## config.mk

```make
export PLATFORM = sky130hd
export DESIGN_NAME = sixbit_text_pack_codec
export DESIGN_NICKNAME = d
export VERILOG_FILES = /design/src/rtl/core/sbtp_pkg.sv /design/src/rtl/core/sixbit_text_pack_codec.sv /design/src/rtl/core/sbtp_front.sv /design/src/rtl/core/sbtp_queue.sv /design/src/rtl/core/sbtp_back.sv
export SDC_FILE = /design/constraint.sdc
export NUM_CORES = 1
export LEC_CHECK = 0
export BUFFER_PORTS_ARGS = -buffer_cell sky130_fd_sc_hd__buf_2
export CORE_ASPECT_RATIO = 1.4
export CORE_UTILIZATION = 60
export DETAILED_ROUTE_END_ITERATION = 10
export PLACE_DENSITY = 0.79
export SYNTH_ARGS = -nofsm -noshare
export SYNTH_HDL_FRONTEND = slang
export SYNTH_SLANG_ARGS = --single-unit
```

## constraint.sdc

```tcl
create_clock -name clk -period 13.7 [get_ports clk]
set_input_delay 1.37 -clock clk [delete_from_list [all_inputs] [get_ports clk]]
set_output_delay 1.37 -clock clk [all_outputs]
set_load 0.01 [all_outputs]
```

## src/rtl/core/sbtp_pkg.sv

```systemverilog
package sbtp_pkg;

    // Alphabet size: codes at or above this value carry no character.
    localparam logic [5:0] ALPHA_LEN   = 6'd62;
    localparam logic [5:0] DOLLAR_CODE = 6'd61;
    localparam logic [5:0] TERM_CODE   = 6'd0;

    localparam logic MODE_ENCODE = 1'b0;
    localparam logic MODE_DECODE = 1'b1;

    // Result queue between the front and back parts.
    localparam int QDEPTH = 2;
    localparam int QAW    = $clog2(QDEPTH);

    // Up to three results caused by one input item.
    typedef struct packed {
        logic [1:0]      cnt;
        logic [2:0][7:0] bytes;
        logic [2:0]      dbg;
        logic            fin;
    } res_bundle_t;

    typedef struct packed {
        logic        push;
        res_bundle_t bundle;
    } q_push_t;

    typedef struct packed {
        logic        valid;
        res_bundle_t bundle;
    } q_head_t;

    typedef struct packed {
        logic       emit;
        logic [7:0] ch;
        logic       dbg;
        logic       done;
        logic       dseen;
    } take_t;

    // Character to {valid, code}; lower-case letters fold to upper case.
    function automatic logic [6:0] code_of(input logic [7:0] c_in);
        logic [7:0] c;
        logic [6:0] r;
        c = c_in;
        if (c >= 8'd97 && c <= 8'd122)
        begin
            c = c - 8'd32;
        end
        r = 7'h00;
        if (c == 8'd0)
        begin
            r = {1'b1, TERM_CODE};
        end
        else if (c >= 8'd65 && c <= 8'd90)
        begin
            r = {1'b1, 6'(c - 8'd64)};
        end
        else if (c >= 8'd48 && c <= 8'd57)
        begin
            r = {1'b1, 6'(c - 8'd21)};
        end
        else
        begin
            case (c)
                8'h20:   r = {1'b1, 6'd37};
                8'h2E:   r = {1'b1, 6'd38};
                8'h2C:   r = {1'b1, 6'd39};
                8'h3C:   r = {1'b1, 6'd40};
                8'h3E:   r = {1'b1, 6'd41};
                8'h2F:   r = {1'b1, 6'd42};
                8'h3F:   r = {1'b1, 6'd43};
                8'h3B:   r = {1'b1, 6'd44};
                8'h3A:   r = {1'b1, 6'd45};
                8'h7C:   r = {1'b1, 6'd46};
                8'h22:   r = {1'b1, 6'd47};
                8'h21:   r = {1'b1, 6'd48};
                8'h40:   r = {1'b1, 6'd49};
                8'h23:   r = {1'b1, 6'd50};
                8'h25:   r = {1'b1, 6'd51};
                8'h26:   r = {1'b1, 6'd52};
                8'h2A:   r = {1'b1, 6'd53};
                8'h28:   r = {1'b1, 6'd54};
                8'h29:   r = {1'b1, 6'd55};
                8'h2D:   r = {1'b1, 6'd56};
                8'h5F:   r = {1'b1, 6'd57};
                8'h3D:   r = {1'b1, 6'd58};
                8'h2B:   r = {1'b1, 6'd59};
                8'h27:   r = {1'b1, 6'd60};
                8'h24:   r = {1'b1, DOLLAR_CODE};
                default: r = 7'h00;
            endcase
        end
        return r;
    endfunction

    // Code to character; codes outside the alphabet give zero.
    function automatic logic [7:0] char_of(input logic [5:0] code);
        logic [7:0] r;
        r = 8'h00;
        if (code >= 6'd1 && code <= 6'd26)
        begin
            r = {2'b00, code} + 8'd64;
        end
        else if (code >= 6'd27 && code <= 6'd36)
        begin
            r = {2'b00, code} + 8'd21;
        end
        else
        begin
            case (code)
                6'd37:   r = 8'h20;
                6'd38:   r = 8'h2E;
                6'd39:   r = 8'h2C;
                6'd40:   r = 8'h3C;
                6'd41:   r = 8'h3E;
                6'd42:   r = 8'h2F;
                6'd43:   r = 8'h3F;
                6'd44:   r = 8'h3B;
                6'd45:   r = 8'h3A;
                6'd46:   r = 8'h7C;
                6'd47:   r = 8'h22;
                6'd48:   r = 8'h21;
                6'd49:   r = 8'h40;
                6'd50:   r = 8'h23;
                6'd51:   r = 8'h25;
                6'd52:   r = 8'h26;
                6'd53:   r = 8'h2A;
                6'd54:   r = 8'h28;
                6'd55:   r = 8'h29;
                6'd56:   r = 8'h2D;
                6'd57:   r = 8'h5F;
                6'd58:   r = 8'h3D;
                6'd59:   r = 8'h2B;
                6'd60:   r = 8'h27;
                6'd61:   r = 8'h24;
                default: r = 8'h00;
            endcase
        end
        return r;
    endfunction

    // One decoded code: terminator, swallowed dollar, skipped code or a character.
    function automatic take_t take_code(input logic [5:0] code, input logic done,
                                        input logic dseen);
        take_t t;
        t.emit  = 1'b0;
        t.ch    = 8'h00;
        t.dbg   = 1'b0;
        t.done  = done;
        t.dseen = dseen;
        if (!done && code < ALPHA_LEN)
        begin
            if (code == TERM_CODE)
            begin
                t.emit = 1'b1;
                t.done = 1'b1;
            end
            else if (code == DOLLAR_CODE && !dseen)
            begin
                t.dseen = 1'b1;
            end
            else
            begin
                t.emit = 1'b1;
                t.ch   = char_of(code);
                t.dbg  = dseen;
            end
        end
        return t;
    endfunction

endpackage

```

## src/rtl/core/sixbit_text_pack_codec.sv

```systemverilog
// The first result of an item is written into the result queue and then into the registered output stage.
// Throughput: one item per cycle while each item gives at most one result and the queue is not full; the output
// port drives one result per cycle while result_stall is low, so a multi-result item holds it for longer.
// A two-entry result queue between the classifying front part and the output part lets each stall on its own.
// Reset (rst_n low, asynchronous) empties the queue and output, selects encode mode and
// clears the bit phase, held bits, debug flag and message-done flag.
module sixbit_text_pack_codec (
    input  logic       clk,
    input  logic       rst_n,
    input  logic       mode_we,
    input  logic       mode_wdata,
    input  logic       item_valid,
    output logic       item_stall,
    input  logic [7:0] data_byte,
    input  logic       end_of_message,
    output logic       result_valid,
    input  logic       result_stall,
    output logic [7:0] out_byte,
    output logic       is_debug,
    output logic       final_result
);
    import sbtp_pkg::*;

    // The front part holds the mode register and the codec state.  On each
    // accepted transaction it works out every result the item causes
    // combinationally, in order, and pushes them into the queue as a single bundle.
    // Items that cause no result (a dropped character, a skipped code or a
    // swallowed dollar) update the state and push nothing.
    q_push_t q_push;
    q_head_t q_head;
    logic    q_full;
    logic    q_pop;
    logic    mode;

    sbtp_front u_front (
        .clk            (clk),
        .rst_n          (rst_n),
        .mode_we        (mode_we),
        .mode_wdata     (mode_wdata),
        .item_valid     (item_valid),
        .item_stall     (item_stall),
        .data_byte      (data_byte),
        .end_of_message (end_of_message),
        .q_full         (q_full),
        .q_push         (q_push),
        .mode           (mode)
    );

    // The queue decouples the two sides, so until it is full the front keeps taking items
    // while the output side is stalled or still emitting a multi-result bundle.
    sbtp_queue u_queue (
        .clk    (clk),
        .rst_n  (rst_n),
        .q_push (q_push),
        .q_full (q_full),
        .q_head (q_head),
        .q_pop  (q_pop)
    );

    // The back part walks through the head bundle one result per transaction
    // into a registered output stage, marking the message's last result.
    sbtp_back u_back (
        .clk          (clk),
        .rst_n        (rst_n),
        .q_head       (q_head),
        .q_pop        (q_pop),
        .result_valid (result_valid),
        .result_stall (result_stall),
        .out_byte     (out_byte),
        .is_debug     (is_debug),
        .final_result (final_result)
    );

    // The last item of a message always produces results, so a bundle is queued.
    a_eom_pushes: assert property (@(posedge clk) disable iff (!rst_n)
        item_valid && !item_stall && end_of_message |=> q_head.valid)
        else $error("end of message left the result queue empty");

    // Encoded bytes never carry the debug mark.
    a_enc_no_debug: assert property (@(posedge clk) disable iff (!rst_n)
        result_valid && (mode == MODE_ENCODE) |-> !is_debug)
        else $error("debug mark on an encoded byte");

    // A decoded terminator is never marked as debug.
    a_term_no_debug: assert property (@(posedge clk) disable iff (!rst_n)
        result_valid && (mode == MODE_DECODE) && (out_byte == 8'h00) |-> !is_debug)
        else $error("debug mark on a terminator");

    // A bundle is never pushed into a full queue.
    a_no_overflow: assert property (@(posedge clk) disable iff (!rst_n)
        q_push.push |-> !q_full)
        else $error("push into a full result queue");

endmodule

```

## src/rtl/core/sbtp_front.sv

```systemverilog
module sbtp_front (
    input  logic             clk,
    input  logic             rst_n,
    input  logic             mode_we,
    input  logic             mode_wdata,
    input  logic             item_valid,
    output logic             item_stall,
    input  logic [7:0]       data_byte,
    input  logic             end_of_message,
    input  logic             q_full,
    output sbtp_pkg::q_push_t q_push,
    output logic             mode
);
    import sbtp_pkg::*;

    logic       mode_reg;
    logic [1:0] phase_reg, phase_next;
    logic [7:0] partial_reg, partial_next;
    logic       dbg_reg, dbg_next;
    logic       done_reg, done_next;
    logic       accept;

    res_bundle_t res;
    logic [1:0]  n;
    logic [6:0]  cv;
    logic [5:0]  v;
    logic [5:0]  code_a, code_b;
    logic        use_b;
    take_t       ta, tb;

    assign item_stall = q_full;
    assign accept     = item_valid && !q_full;
    assign mode       = mode_reg;

    always_comb
    begin
        res          = '0;
        n            = 2'd0;
        phase_next   = phase_reg;
        partial_next = partial_reg;
        dbg_next     = dbg_reg;
        done_next    = done_reg;
        cv           = code_of(data_byte);
        v            = cv[5:0];
        code_a       = data_byte[7:2];
        code_b       = data_byte[5:0];
        use_b        = 1'b0;
        ta           = '0;
        tb           = '0;

        if (mode_reg == MODE_ENCODE)
        begin
            if (cv[6])
            begin
                case (phase_reg)
                    2'd0:
                    begin
                        partial_next = {v, 2'b00};
                        phase_next   = 2'd1;
                    end
                    2'd1:
                    begin
                        res.bytes[n] = {partial_reg[7:2], v[5:4]};
                        n            = n + 2'd1;
                        partial_next = {v[3:0], 4'b0000};
                        phase_next   = 2'd2;
                    end
                    2'd2:
                    begin
                        res.bytes[n] = {partial_reg[7:4], v[5:2]};
                        n            = n + 2'd1;
                        partial_next = {v[1:0], 6'b000000};
                        phase_next   = 2'd3;
                    end
                    default:
                    begin
                        res.bytes[n] = {partial_reg[7:6], v};
                        n            = n + 2'd1;
                        partial_next = 8'h00;
                        phase_next   = 2'd0;
                    end
                endcase
            end
            if (end_of_message)
            begin
                res.bytes[n] = (phase_next != 2'd0) ? partial_next : 8'h00;
                n            = n + 2'd1;
                res.bytes[n] = 8'h00;
                n            = n + 2'd1;
            end
        end
        else
        begin
            case (phase_reg)
                2'd1:
                begin
                    code_a       = {partial_reg[1:0], data_byte[7:4]};
                    partial_next = {4'b0000, data_byte[3:0]};
                    phase_next   = 2'd2;
                end
                2'd2:
                begin
                    code_a       = {partial_reg[3:0], data_byte[7:6]};
                    use_b        = 1'b1;
                    partial_next = 8'h00;
                    phase_next   = 2'd0;
                end
                default:
                begin
                    code_a       = data_byte[7:2];
                    partial_next = {6'b000000, data_byte[1:0]};
                    phase_next   = 2'd1;
                end
            endcase
            ta = take_code(code_a, done_reg, dbg_reg);
            if (ta.emit)
            begin
                res.bytes[n] = ta.ch;
                res.dbg[n]   = ta.dbg;
                n            = n + 2'd1;
            end
            done_next = ta.done;
            dbg_next  = ta.dseen;
            if (use_b)
            begin
                tb = take_code(code_b, ta.done, ta.dseen);
                if (tb.emit)
                begin
                    res.bytes[n] = tb.ch;
                    res.dbg[n]   = tb.dbg;
                    n            = n + 2'd1;
                end
                done_next = tb.done;
                dbg_next  = tb.dseen;
            end
            if (end_of_message && (!done_next || n == 2'd0))
            begin
                res.bytes[n] = 8'h00;
                res.dbg[n]   = 1'b0;
                n            = n + 2'd1;
            end
        end

        res.cnt = n;
        res.fin = end_of_message;

        if (end_of_message)
        begin
            phase_next   = 2'd0;
            partial_next = 8'h00;
            dbg_next     = 1'b0;
            done_next    = 1'b0;
        end
    end

    assign q_push.push   = accept && (n != 2'd0);
    assign q_push.bundle = res;

    always_ff @(posedge clk or negedge rst_n)
    begin
        if (!rst_n)
        begin
            mode_reg    <= MODE_ENCODE;
            phase_reg   <= 2'd0;
            partial_reg <= 8'h00;
            dbg_reg     <= 1'b0;
            done_reg    <= 1'b0;
        end
        else if (mode_we)
        begin
            mode_reg    <= mode_wdata;
            phase_reg   <= 2'd0;
            partial_reg <= 8'h00;
            dbg_reg     <= 1'b0;
            done_reg    <= 1'b0;
        end
        else if (accept)
        begin
            phase_reg   <= phase_next;
            partial_reg <= partial_next;
            dbg_reg     <= dbg_next;
            done_reg    <= done_next;
        end
    end

endmodule

```

## src/rtl/core/sbtp_queue.sv

```systemverilog
module sbtp_queue (
    input  logic              clk,
    input  logic              rst_n,
    input  sbtp_pkg::q_push_t q_push,
    output logic              q_full,
    output sbtp_pkg::q_head_t q_head,
    input  logic              q_pop
);
    import sbtp_pkg::*;

    res_bundle_t      mem_reg [QDEPTH];
    logic [QAW-1:0]   wr_ptr_reg, rd_ptr_reg;
    logic [QAW:0]     cnt_reg, cnt_next;
    logic             do_push, do_pop;

    assign q_full        = (cnt_reg == (QAW+1)'(QDEPTH));
    assign do_push       = q_push.push && !q_full;
    assign do_pop        = q_pop && (cnt_reg != '0);
    assign q_head.valid  = (cnt_reg != '0);
    assign q_head.bundle = mem_reg[rd_ptr_reg];

    always_comb
    begin
        cnt_next = cnt_reg;
        if (do_push && !do_pop)
        begin
            cnt_next = cnt_reg + 1'b1;
        end
        else if (do_pop && !do_push)
        begin
            cnt_next = cnt_reg - 1'b1;
        end
    end

    always_ff @(posedge clk)
    begin
        if (do_push)
        begin
            mem_reg[wr_ptr_reg] <= q_push.bundle;
        end
    end

    always_ff @(posedge clk or negedge rst_n)
    begin
        if (!rst_n)
        begin
            wr_ptr_reg <= '0;
            rd_ptr_reg <= '0;
            cnt_reg    <= '0;
        end
        else
        begin
            if (do_push)
            begin
                wr_ptr_reg <= wr_ptr_reg + 1'b1;
            end
            if (do_pop)
            begin
                rd_ptr_reg <= rd_ptr_reg + 1'b1;
            end
            cnt_reg <= cnt_next;
        end
    end

endmodule

```

## src/rtl/core/sbtp_back.sv

```systemverilog
module sbtp_back (
    input  logic              clk,
    input  logic              rst_n,
    input  sbtp_pkg::q_head_t q_head,
    output logic              q_pop,
    output logic              result_valid,
    input  logic              result_stall,
    output logic [7:0]        out_byte,
    output logic              is_debug,
    output logic              final_result
);
    import sbtp_pkg::*;

    logic [1:0] sel_reg;
    logic       valid_reg;
    logic [7:0] byte_reg;
    logic       dbg_reg;
    logic       fin_reg;
    logic       load;
    logic       last_sel;

    assign load     = q_head.valid && (!valid_reg || !result_stall);
    assign last_sel = (sel_reg == q_head.bundle.cnt - 2'd1);
    assign q_pop    = load && last_sel;

    assign result_valid = valid_reg;
    assign out_byte     = byte_reg;
    assign is_debug     = dbg_reg;
    assign final_result = fin_reg;

    always_ff @(posedge clk)
    begin
        if (load)
        begin
            byte_reg <= q_head.bundle.bytes[sel_reg];
            dbg_reg  <= q_head.bundle.dbg[sel_reg];
            fin_reg  <= q_head.bundle.fin && last_sel;
        end
    end

    always_ff @(posedge clk or negedge rst_n)
    begin
        if (!rst_n)
        begin
            valid_reg <= 1'b0;
            sel_reg   <= 2'd0;
        end
        else
        begin
            if (load)
            begin
                valid_reg <= 1'b1;
                sel_reg   <= last_sel ? 2'd0 : sel_reg + 2'd1;
            end
            else if (!result_stall)
            begin
                valid_reg <= 1'b0;
            end
        end
    end

endmodule
```

# Word-level counts from Yosys, hierarchy flattened
# Memory sizes are Yosys's and may differ from the RTL's.
# Cells that the tools add are included.
[totals]
register_bits = 30
n_memories = 3
out_inout_bits = 12
ramBits = 60
rom_bits = 896
word_cells = 254
[classes]
mux = 109
n_eq_ne = 32
n_bitwise = 6
reduce_logical = 49
order_cmp = 25
n_addsub = 17
[mem_list]
columns = ["memory", "words", "word_bits", "read_ports", "rd_ports_with_merged_regs", "wr", "line", "rtl"]
rows = [
  ["(no name shown)", 64, 7, 1, 0, 0, "sbtp_pkg.sv:111", "case (code)"],
  ["(no name shown)", 64, 7, 1, 0, 0, "sbtp_pkg.sv:111", ""],
  ["u_queue.mem_reg", 2, 30, 1, 0, 1, "sbtp_queue.sv:11", "res_bundle_t mem_reg [QDEPTH];"],
]
[op_table]
columns = ["operator", "count"]
rows = [
  ["equality test 8 x 6 -> 1 bit, second input constant", 22],
  ["case mux 7 bit (25 select lines)", 1],
  ["two-way mux 8 bit", 21],
  ["two-way mux 27 bit", 4],
  ["demux 8 bit (select 2 bit)", 4],
  ["two-way mux 12 bit", 5],
  ["AND 24 bit", 2],
  ["bitwise mux 24 bit", 2],
  ["two-way mux 24 bit", 2],
  ["NOT 24 bit", 2],
  ["case mux 8 bit (3 select lines)", 2],
  ["two-way mux 2 bit", 18],
  ["two-way mux 1 bit", 32],
  ["logical AND 1 bit", 25],
  ["equality test 8 x 7 -> 1 bit, second input constant", 3],
  ["two-way mux 7 bit", 3],
  ["two-way mux 10 bit", 2],
  ["two-way mux 9 bit", 2],
  ["adder 6 x 7 -> 8 bit, second input constant", 2],
  ["binary-select mux 8 bit (select 2 bit)", 1],
  [">= comparator 8 x 7 -> 1 bit, second input constant", 2],
  ["<= comparator 8 x 7 -> 1 bit, second input constant", 2],
  ["less-than comparator 2 x 3 -> 1 bit, second input constant", 5],
  ["adder 6 x 5 -> 7 bit, second input constant", 2],
  ["38 further kinds", 72],
]

# Depth between registers and ports, before layout
# Gate-level depths: netlist of run 1.
[depth]
depth_word = 33
mapped_depth = 26
ltp_nobuf = 24

# By module
# Synthesis of run 1 repeated with hierarchy kept, for this count alone.
[hier_totals]
cells_unflattened = 732
hier_area_um2 = 6925.4
[by_module_without_submodules]
columns = ["module", "cells_per_inst", "area_each_um2", "seq_area_each_um2", "instances"]
rows = [
  ["sbtp_front", 560, 3870.0, 325.3, 1],
  ["sbtp_queue", 112, 2376.0, 1901.8, 1],
  ["sbtp_back", 60, 679.4, 375.4, 1],
]

# Worst setup path after synthesis of run 1
# Ideal clock, no wire load.
[synth_timing]
kind = "input port to flip-flop"
start = "input port data_byte[7]"
end = "memory u_queue.mem_reg[0][0] (netlist bit) (enable)"
cell_stages = 21
setup_time_ns = 0.425
arrival_ns = 6.329
slack_ns = 6.946
path_cell_list = "buf_2 > a22o_1 > a21o_1 > inv_1 > ha_1 > clkbuf_1 > and2_1 > a22o_1 > a41oi_1 > buf_2 > and2_1 > ha_1 > mux2i_1 > a21o_1 > ha_1 > and2_1 > nand2b_1 > a311o_1 > nand2_1 > a221oi_1 > nor3_1"
[synth_lines]
columns = ["item", "line", "rtl"]
rows = [
  ["start: declaration", "sixbit_text_pack_codec.sv:14", "input logic [7:0] data_byte,"],
  ["end: declaration", "sbtp_queue.sv:11", ""],
]

==> results.toml, run 1 <==
[sta]
tns_ns = 0
setup_violations = 0
timing.fmax_mhz = 162
fin_worst_hold_slack_ns = 0.481
fin_crit_sh = 0.451
slew_headroom = 0.297
hold_violations = 0
rsz0062_at_grt = "no"
worst_pin_slew_ns = 1.04
post-route-min-period_ns = 6.18
maxSlewViolCount = 0
fin_skew_ns = 0.00952

[final_layout]
areaGrowthSynthToFinish_pct = 6.63
final_cells = 787
nets = 689
drive_gt1_frac = 0.127
fin_util = 0.669
fillers = 788
largest_reg_flops = 42
diodes = 0

[global_route]
grt_antenna_before_repair = 0
grt_max_degree = 41
grt_use_total = 0.365
grt_pass1_vias = 5434
grt_pass1_wl_um = 28900
overflow = 0

[setup_path]
cp_top_family = "compound AO/OA/AOI/OAI gates"
path_common_cell = "ha_1"
crit_type = "in -> reg"
worst-path-buf-inv = 3
endpoint_kind = "flop"
crit_required_ns = 13.96
crit_fanout = 40
arrival_ns = 6.44
slowest_delay_ns = 0.59
worstSetupStartpointType = "primary input"
cp_cell_sequence = "buf_2, nor2b_1, a21o_1, inv_1, ha_1, and2_1, a22o_1, a41oi_1, buf_4, and2_1, ha_1, mux2i_1, a21o_1, ha_1, and2_1, a21o_1, a41oi_1, nand2_1, a221oi_1, nor2_1, ha_1, xor2_1, nor2_1, xor2_1"
crit_slowest_cell = "buf_2"

[drt]
antenna_left = 0
via_per_inst = 7.33
wire_per_inst_um = 23.3
finalWirelength_um = 18300
drc = 0
drt_iter0_markers = 759
vias = 5772
first_pass_iters = 8

[synth]
synth_ff_type = "edfxtp_1"
async_reset_ff_frac = 0.278
synthAdderAreaFrac = 0.0498
yosysSeqAreaShare = 0.342
syn-num-nets = 693
synth_seq_cells = 72
ys_top_cells_by_area = "edfxtp_1, dfrtp_1, ha_1"
avgSynthCellArea_um2 = 9.23
synthesis.instances = 654
ys_warn_count = 0
synth.largest_area_cell = "edfxtp_1"
synth_top_family_by_area = "compound AO/OA/AOI/OAI gates"
synth_top_cells_by_count = "edfxtp_1, nor2_1, nand2_1"
synth_compound_area_frac = 0.299
muxShareOfSynthArea = 0.0543
synthDistinctLibCells = 90
netlist.area_leader.share = 0.259
syn_area_um2 = 6030
synth-simple-area-share = 0.185
synth_xor_area_frac = 0.0145
synth_edf_count = 52

[cts]
cts_sinks = 72
cts_made_buffers = 9
clk_pin_slew_ns = 0.05
insertion_delay_ns = 0.34
post-cts-setup-buffers = 0
cts_hold_buf = 0
cts_resized = 0
ctsHtreeMaxLevel = 3
root_buffer = "clkbuf_16"
clockBufferDepth = 2
cts_tree = "done"

[pwr]
power_density_nw_per_um2 = 143
finalPower_uw = 923
vdd_ir_drop_max_v = 0.0000689
p_leak_nw = 2.33

[hold_path]
hp-class = "reg -> reg"

[die]
num_rows = 42
io_pins = 27
die-area_um2 = 10500
die_y_um = 121
start_util = 0.628
fp.dieW_um = 86.8
fp.coreArea_um2 = 9620

[placed_design]
dp_hpwl_um = 13600
placedCellCount = 771
gp_congestion = 0.994
portBuffers = 26

[run]
cap_violations = 0

[status]
status = "complete, no violations"
layout make-up:
class	instances	area (um^2)	share of cell area
clock buffers	13	240	0.0373
clock inverters	3	42.5	0.00661
inverters	26	97.6	0.0152
multi-input cells	508	3640	0.566
flip-flops and latches	72	2060	0.320
well taps	132	165	0.0257
repair buffers	33	183	0.0284
layer usage:
metal	track usage	part of all wire	up-vias
met2	0.641	0.51	366
met3	0.0546	0.072	91
met1	0.404	0.35	2757
met5	0	0	-
met4	0.236	0.071	0
li1	-	-	2558
power breakdown:
group          switching, mW  internal, mW  leakage (nW)
clock                 0.0821         0.141         0.134
sequential            0.0445         0.303         0.754
combinational          0.211         0.141          1.44
total                  0.337         0.585          2.33
stage by stage:
step / worst slack [ns] / area [um^2]
after floorplan: 6.95 / 6030
after global placement: 7.45 / 6150
after detailed placement: 7.25 / 6150
after CTS: 7.58 / 6430
after global routing: 7.22 / 6430
final: 7.52 / 6430
cells by family (layout without fill, tap and decap cells):
logic type | count (synthesis) | in the layout
AOI/OAI and AO/OA | 241 | 241
xor gates and xnor gates | 10 | 10
adders and majority gates | 24 | 24
buffers and inverters | 74 | 75
DFF | 72 | 72
muxes | 19 | 19
and+or+nand+nor | 214 | 214
worst paths after layout:
check / cells past startpoint / slack, ns / to / startpoint
min: 2 / 0.48 / u_front.partial_reg[7] / u_front.partial_reg[7]
min reg2reg: 2 / 0.48 / u_front.partial_reg[7] / u_front.partial_reg[7]
min in group asynchronous: 1 / 1.00 / u_front.phase_reg[0] / rst_n
max reg2reg: 25 / 7.64 / u_queue.cnt_reg[1] / u_front.phase_reg[0]
max: 24 / 7.52 / u_queue.cnt_reg[1] / data_byte[3]
max in group asynchronous: 1 / 12.36 / u_queue.wr_ptr_reg / rst_n
cell usage in the layout (no fill, tap or decap), types with 20 or more instances in the layout:
cell type  count
a21oi_1       40
buf_2         26
dfrtp_1       20
edfxtp_1      52
ha_1          24
inv_1         25
nand2_1       44
nor2_1        52
nor3_1        28
o21ai_0       38
worst min-delay path: cells and delay by family, from the launching register on:
family           cells  cell delay (ns)
AO/OA/AOI/OAI        1             0.05
flip-flops           1             0.35
AND/OR/NAND/NOR      1             0.05
Power figures use the tool's default switching activity.
==> run 2, diff against run 1 <==
--- a/config.mk
+++ b/config.mk
@@ -7,7 +7,7 @@
 export LEC_CHECK = 0
 export BUFFER_PORTS_ARGS = -buffer_cell sky130_fd_sc_hd__buf_2
 export CORE_ASPECT_RATIO = 1.4
-export CORE_UTILIZATION = 60
+export CORE_UTILIZATION = 57
 export DETAILED_ROUTE_END_ITERATION = 10
 export PLACE_DENSITY = 0.79
 export SYNTH_ARGS = -nofsm -noshare
==> constraint.sdc (replaced) <==
create_clock -name clk -period 5.37 [get_ports clk]
set_input_delay 0.537 -clock clk [delete_from_list [all_inputs] [get_ports clk]]
set_output_delay 0.537 -clock clk [all_outputs]
set_load 0.01 [all_outputs]
==> results.toml, run 2 (synthesis gave the netlist of run 1 again) <==
[drt]
drt_iter0_markers = 731
wire_per_inst_um = 24.1
drc = 0
finalWirelength_um = 19600
via_per_inst = 7.15
antenna_left = 0
vias = 5824
first_pass_iters = 5

[final_layout]
nets = 711
final_cell_mix = "edfxtp_1, nor2_1, nand2_1, a21oi_1, o21ai_0"
drive_gt1_frac = 0.167
final_common_cell = "edfxtp_1"
fin_util = 0.643
diodes = 0
areaGrowthSynthToFinish_pct = 10.3
fillers = 889
largest_reg_flops = 42

[setup_path]
reg2reg_depth = 19
crit_type = "reg -> reg"
r2r_start = "u_front.phase_reg[0]"
crit_required_ns = 5.37
endpoint_kind = "flop"
arrival_ns = 5.08
worstSetupStartpointType = "flop"
crit-reg2reg-capture = "u_queue.mem_reg[0][7]"
ff2ff_setup_slack_ns = 0.30
crit_fanout = 25

[die]
die-area_um2 = 11000
num_rows = 44
io_pins = 27
fp.dieW_um = 89.0
start_util = 0.583
fp.coreArea_um2 = 10300
die_y_um = 124

[status]
status = "complete, no violations"

[cts]
insertion_delay_ns = 0.33
clockBufferDepth = 2
cts_hold_buf = 0
ctsHtreeMaxLevel = 3
clk_pin_slew_ns = 0.06
root_buffer = "clkbuf_16"
cts_tree = "done"
cts_sinks = 72
cts_made_buffers = 9

[global_route]
grt_pass1_wl_um = 29800
grt_antenna_before_repair = 0
grt_pass1_vias = 5529
grt_max_degree = 40
overflow = 0
grt_use_total = 0.366

[sta]
maxSlewViolCount = 0
hold_violations = 0
post-route-min-period_ns = 5.07
fin_skew_ns = 0.0101
rsz0062_at_grt = "no"
setup_violations = 0
worst_pin_slew_ns = 0.799
slew_headroom = 0.467
fin_crit_sh = 0.945
tns_ns = 0
timing.fmax_mhz = 197

[placed_design]
portBuffers = 26
gp_congestion = 1.01
dp_hpwl_um = 14700

[pwr]
finalPower_mw = 2.42
vdd_ir_drop_max_v = 0.000167
p_leak_nw = 2.44
power_density_nw_per_um2 = 364

[run]
cap_violations = 0

[hold_path]
hp-class = "in -> async"
## run 2: cell count changes in the layout (fill, tap and decap cells not counted), moves of 2 or more
| cell | change |
|---|---|
| ha_1 | -2 |
| buf_4 | +22 |
| clkbuf_1 | -2 |
| a41oi_1 | -2 |
| a41oi_2 | +2 |
## run 2: where the power goes
part	internal [mW]	total, mW	switching, mW
sequential	0.774	0.895	0.121
combinational	0.394	0.953	0.559
clock	0.359	0.576	0.217
total	1.53	2.42	0.896
## run 2: worst max-delay path, stage by stage (launching register included)
cell      delay (ns)
dfrtp_2         0.45
inv_1           0.19
ha_1            0.31
buf_4           0.34
a22oi_1         0.15
a21oi_1         0.30
nand4_1         0.28
o21a_1          0.33
ha_1            0.31
mux2i_1         0.06
a21o_1          0.20
ha_1            0.20
and2_1          0.20
nand2b_1        0.18
a311o_1         0.40
nand2_1         0.13
a221oi_1        0.06
buf_4           0.18
nor3_4          0.13
buf_4           0.31
## run 2: area by class of cell
| cell class | instances | area [um^2] | area share |
|---|---|---|---|
| multi-input combinational | 508 | 3680 | 0.553 |
| sequential | 72 | 2060 | 0.310 |
| timing repair buffer | 55 | 348 | 0.0523 |
| clock buffer | 11 | 233 | 0.0350 |
| tap | 138 | 173 | 0.0259 |
| inverter | 26 | 97.6 | 0.0147 |
| clock inverter | 5 | 58.8 | 0.00883 |
## run 2: metal layers
metal  track usage  vias to the layer above  share of wire
met4         0.263                        0          0.074
met5             0                        -              0
li1              -                     2602              -
met2         0.628                      346           0.50
met1         0.417                     2772           0.37
met3        0.0451                      104          0.055
## run 2: timing repair
item | CTS | global route
gates resized for setup | 0 | 6
setup endpoints to repair | 0 | 42
buffers inserted | 0 | 0
endpoints found under the hold margin | 0 | 0
## run 2: worst max path at each step
stage | from | endpoint | slack [ns] | cells past startpoint
after floorplan | u_front.phase_reg[0] | u_queue.cnt_reg[1] | 0.15 | 26
after global placement | u_front.phase_reg[0] | u_queue.cnt_reg[1] | 0.38 | 25
after detailed placement | u_front.phase_reg[0] | u_queue.cnt_reg[1] | 0.22 | 24
after CTS | u_front.phase_reg[0] | u_queue.cnt_reg[1] | 0.18 | 24
after global routing | u_front.phase_reg[1] | u_queue.cnt_reg[1] | 0.01 | 25
final | u_front.phase_reg[0] | u_queue.mem_reg[0][7] | 0.30 | 19
## run 2: through the flow
stage	cell area [um^2]	hold WS [ns]	worst slack, ns	instances
2_1_floorplan	6050	0.241	0.151	654
3_3_place_gp	6330	0.465	0.383	799
3_5_place_dp	6330	0.488	0.225	799
4_1_cts	6630	0.177	0.178	815
5_1_grt	6660	0.207	0.0147	815
6_report	6660	0.161	0.295	815
==> run 3, diff against run 2 <==
--- a/config.mk
+++ b/config.mk
@@ -10,6 +10,7 @@
 export CORE_UTILIZATION = 57
 export DETAILED_ROUTE_END_ITERATION = 10
 export PLACE_DENSITY = 0.79
+export REMOVE_ABC_BUFFERS = 1
 export SYNTH_ARGS = -nofsm -noshare
 export SYNTH_HDL_FRONTEND = slang
 export SYNTH_SLANG_ARGS = --single-unit
==> results.toml, run 3 (synthesis gave the netlist of run 1 again) <==
[die]
fp.dieW_um = 89.0
num_rows = 44
io_pins = 27
start_util = 0.583
die_y_um = 124
fp.coreArea_um2 = 10300
die-area_um2 = 11000

[drt]
drc = 0
via_per_inst = 7.28
antenna_left = 0
wire_per_inst_um = 24.2
vias = 5934
first_pass_iters = 6
finalWirelength_um = 19700
drt_iter0_markers = 719

[setup_path]
arrival_ns = 5.00
worst-path-buf-inv = 2
crit_type = "reg -> reg"
path_depth = 21
ff2ff_setup_slack_ns = 0.39
r2r_start = "u_front.phase_reg[1]"
reg2reg_depth = 21
slowest_delay_ns = 0.45
crit_slowest_cell = "dfrtp_2"
endpoint_kind = "flop"
crit-reg2reg-capture = "u_queue.mem_reg[0][9]"
crit_fanout = 7
cp_top_family = "compound AO/OA/AOI/OAI gates"
worstSetupStartpointType = "flop"
cp_cell_sequence = "inv_1, ha_2, a22o_1, a21o_1, inv_1, ha_1, and2_1, a22o_1, a41oi_1, and2_1, ha_1, mux2i_1, a21o_1, ha_1, and2_1, nor2_1, nand2_1, nor3_1, nand4_1, a211o_1, o311ai_0"
crit_required_ns = 5.40

[final_layout]
fillers = 875
diodes = 0
largest_reg_flops = 42
nets = 711
drive_gt1_frac = 0.173
final_cell_mix = "nor2_1, edfxtp_1, nand2_1, a21oi_1, o21ai_0"
areaGrowthSynthToFinish_pct = 11.2
fin_util = 0.648
multi_input_area_um2 = 3710
regArea_um2 = 2060

[global_route]
grt_pass1_wl_um = 30300
grt_use_total = 0.373
grt_antenna_before_repair = 0
overflow = 0
grt_max_degree = 39
grt_pass1_vias = 5525

[sta]
tns_ns = 0
setup_violations = 0
fin_crit_sh = 0.927
slew_headroom = 0.471
fin_skew_ns = 0.00734
rsz0062_at_grt = "no"
maxSlewViolCount = 0
post-route-min-period_ns = 4.98
setup_ws_ns = 0.393
hold_violations = 0
timing.fmax_mhz = 201
worst_pin_slew_ns = 0.794

[run]
cap_violations = 0

[placed_design]
pre_cts_ws_ns = 0.220
dp_hpwl_um = 14800
gp_congestion = 1.01
portBuffers = 26

[cts]
cts_sinks = 72
cts_tree = "done"
cts_hold_buf = 0
insertion_delay_ns = 0.34
root_buffer = "clkbuf_16"
clk_pin_slew_ns = 0.06
ctsHtreeMaxLevel = 3
clockBufferDepth = 2
cts_made_buffers = 9

[pwr]
p_leak_nw = 2.47
power_density_nw_per_um2 = 370
vdd_ir_drop_max_v = 0.000206

[hold_path]
hp-class = "in -> async"

[status]
status = "complete, no violations"
[run 3: changes by cell type in the layout (fill, tap and decap cells not counted), moves of 2 or more]
cell / change
a221oi_1: -2
clkbuf_1: -2
clkinv_4: +2
clkinvlp_4: -2
[run 3: timing repair]
item,CTS,global route
endpoints found under the setup margin,0,43
gates resized for setup,0,11
setup buffers,0,0
[run 3: cell type report]
class,instances,share of cell area
Tap cell,138,0.0257
Inverter,26,0.0145
Timing Repair Buffer,55,0.0519
Sequential cell,72,0.308
Multi-Input combinational cell,508,0.553
Clock inverter,6,0.00989
Clock buffer,10,0.0373
[run 3: through the flow]
step                      power (mW)  area [um^2]  cells  hold slack (ns)
final                           2.48         6710    815            0.147
after global placement          1.79         6320    799            0.460
after floorplan                 1.48         5800    606            0.241
after CTS                       2.46         6640    815            0.161
after global routing            2.61         6710    815            0.179
after detailed placement        1.83         6320    799            0.478
[run 3: how the worst max path moves through the flow]
stage,slack [ns],endpoint,startpoint
2_1_floorplan,-1.12,u_queue.mem_reg[0][0],u_front.phase_reg[0]
3_3_place_gp,0.40,u_queue.cnt_reg[1],u_front.phase_reg[0]
3_5_place_dp,0.22,u_queue.cnt_reg[1],u_front.phase_reg[0]
4_1_cts,0.12,u_queue.cnt_reg[1],u_front.phase_reg[0]
5_1_grt,0.05,u_queue.cnt_reg[1],u_front.phase_reg[1]
6_report,0.39,u_queue.mem_reg[0][9],u_front.phase_reg[1]
[run 3: layer usage]
| metal | up-vias | global-route usage | part of all wire |
|---|---|---|---|
| li1 | 2603 | - | - |
| met1 | 2770 | 0.405 | 0.34 |
| met2 | 432 | 0.653 | 0.49 |
| met3 | 129 | 0.0537 | 0.077 |
| met4 | 0 | 0.271 | 0.092 |
| met5 | - | 0 | 0 |
[run 3: power by group]
part | internal, mW | switching, mW | total (mW)
clock | 0.388 | 0.231 | 0.620
sequential | 0.774 | 0.119 | 0.893
combinational | 0.397 | 0.572 | 0.969
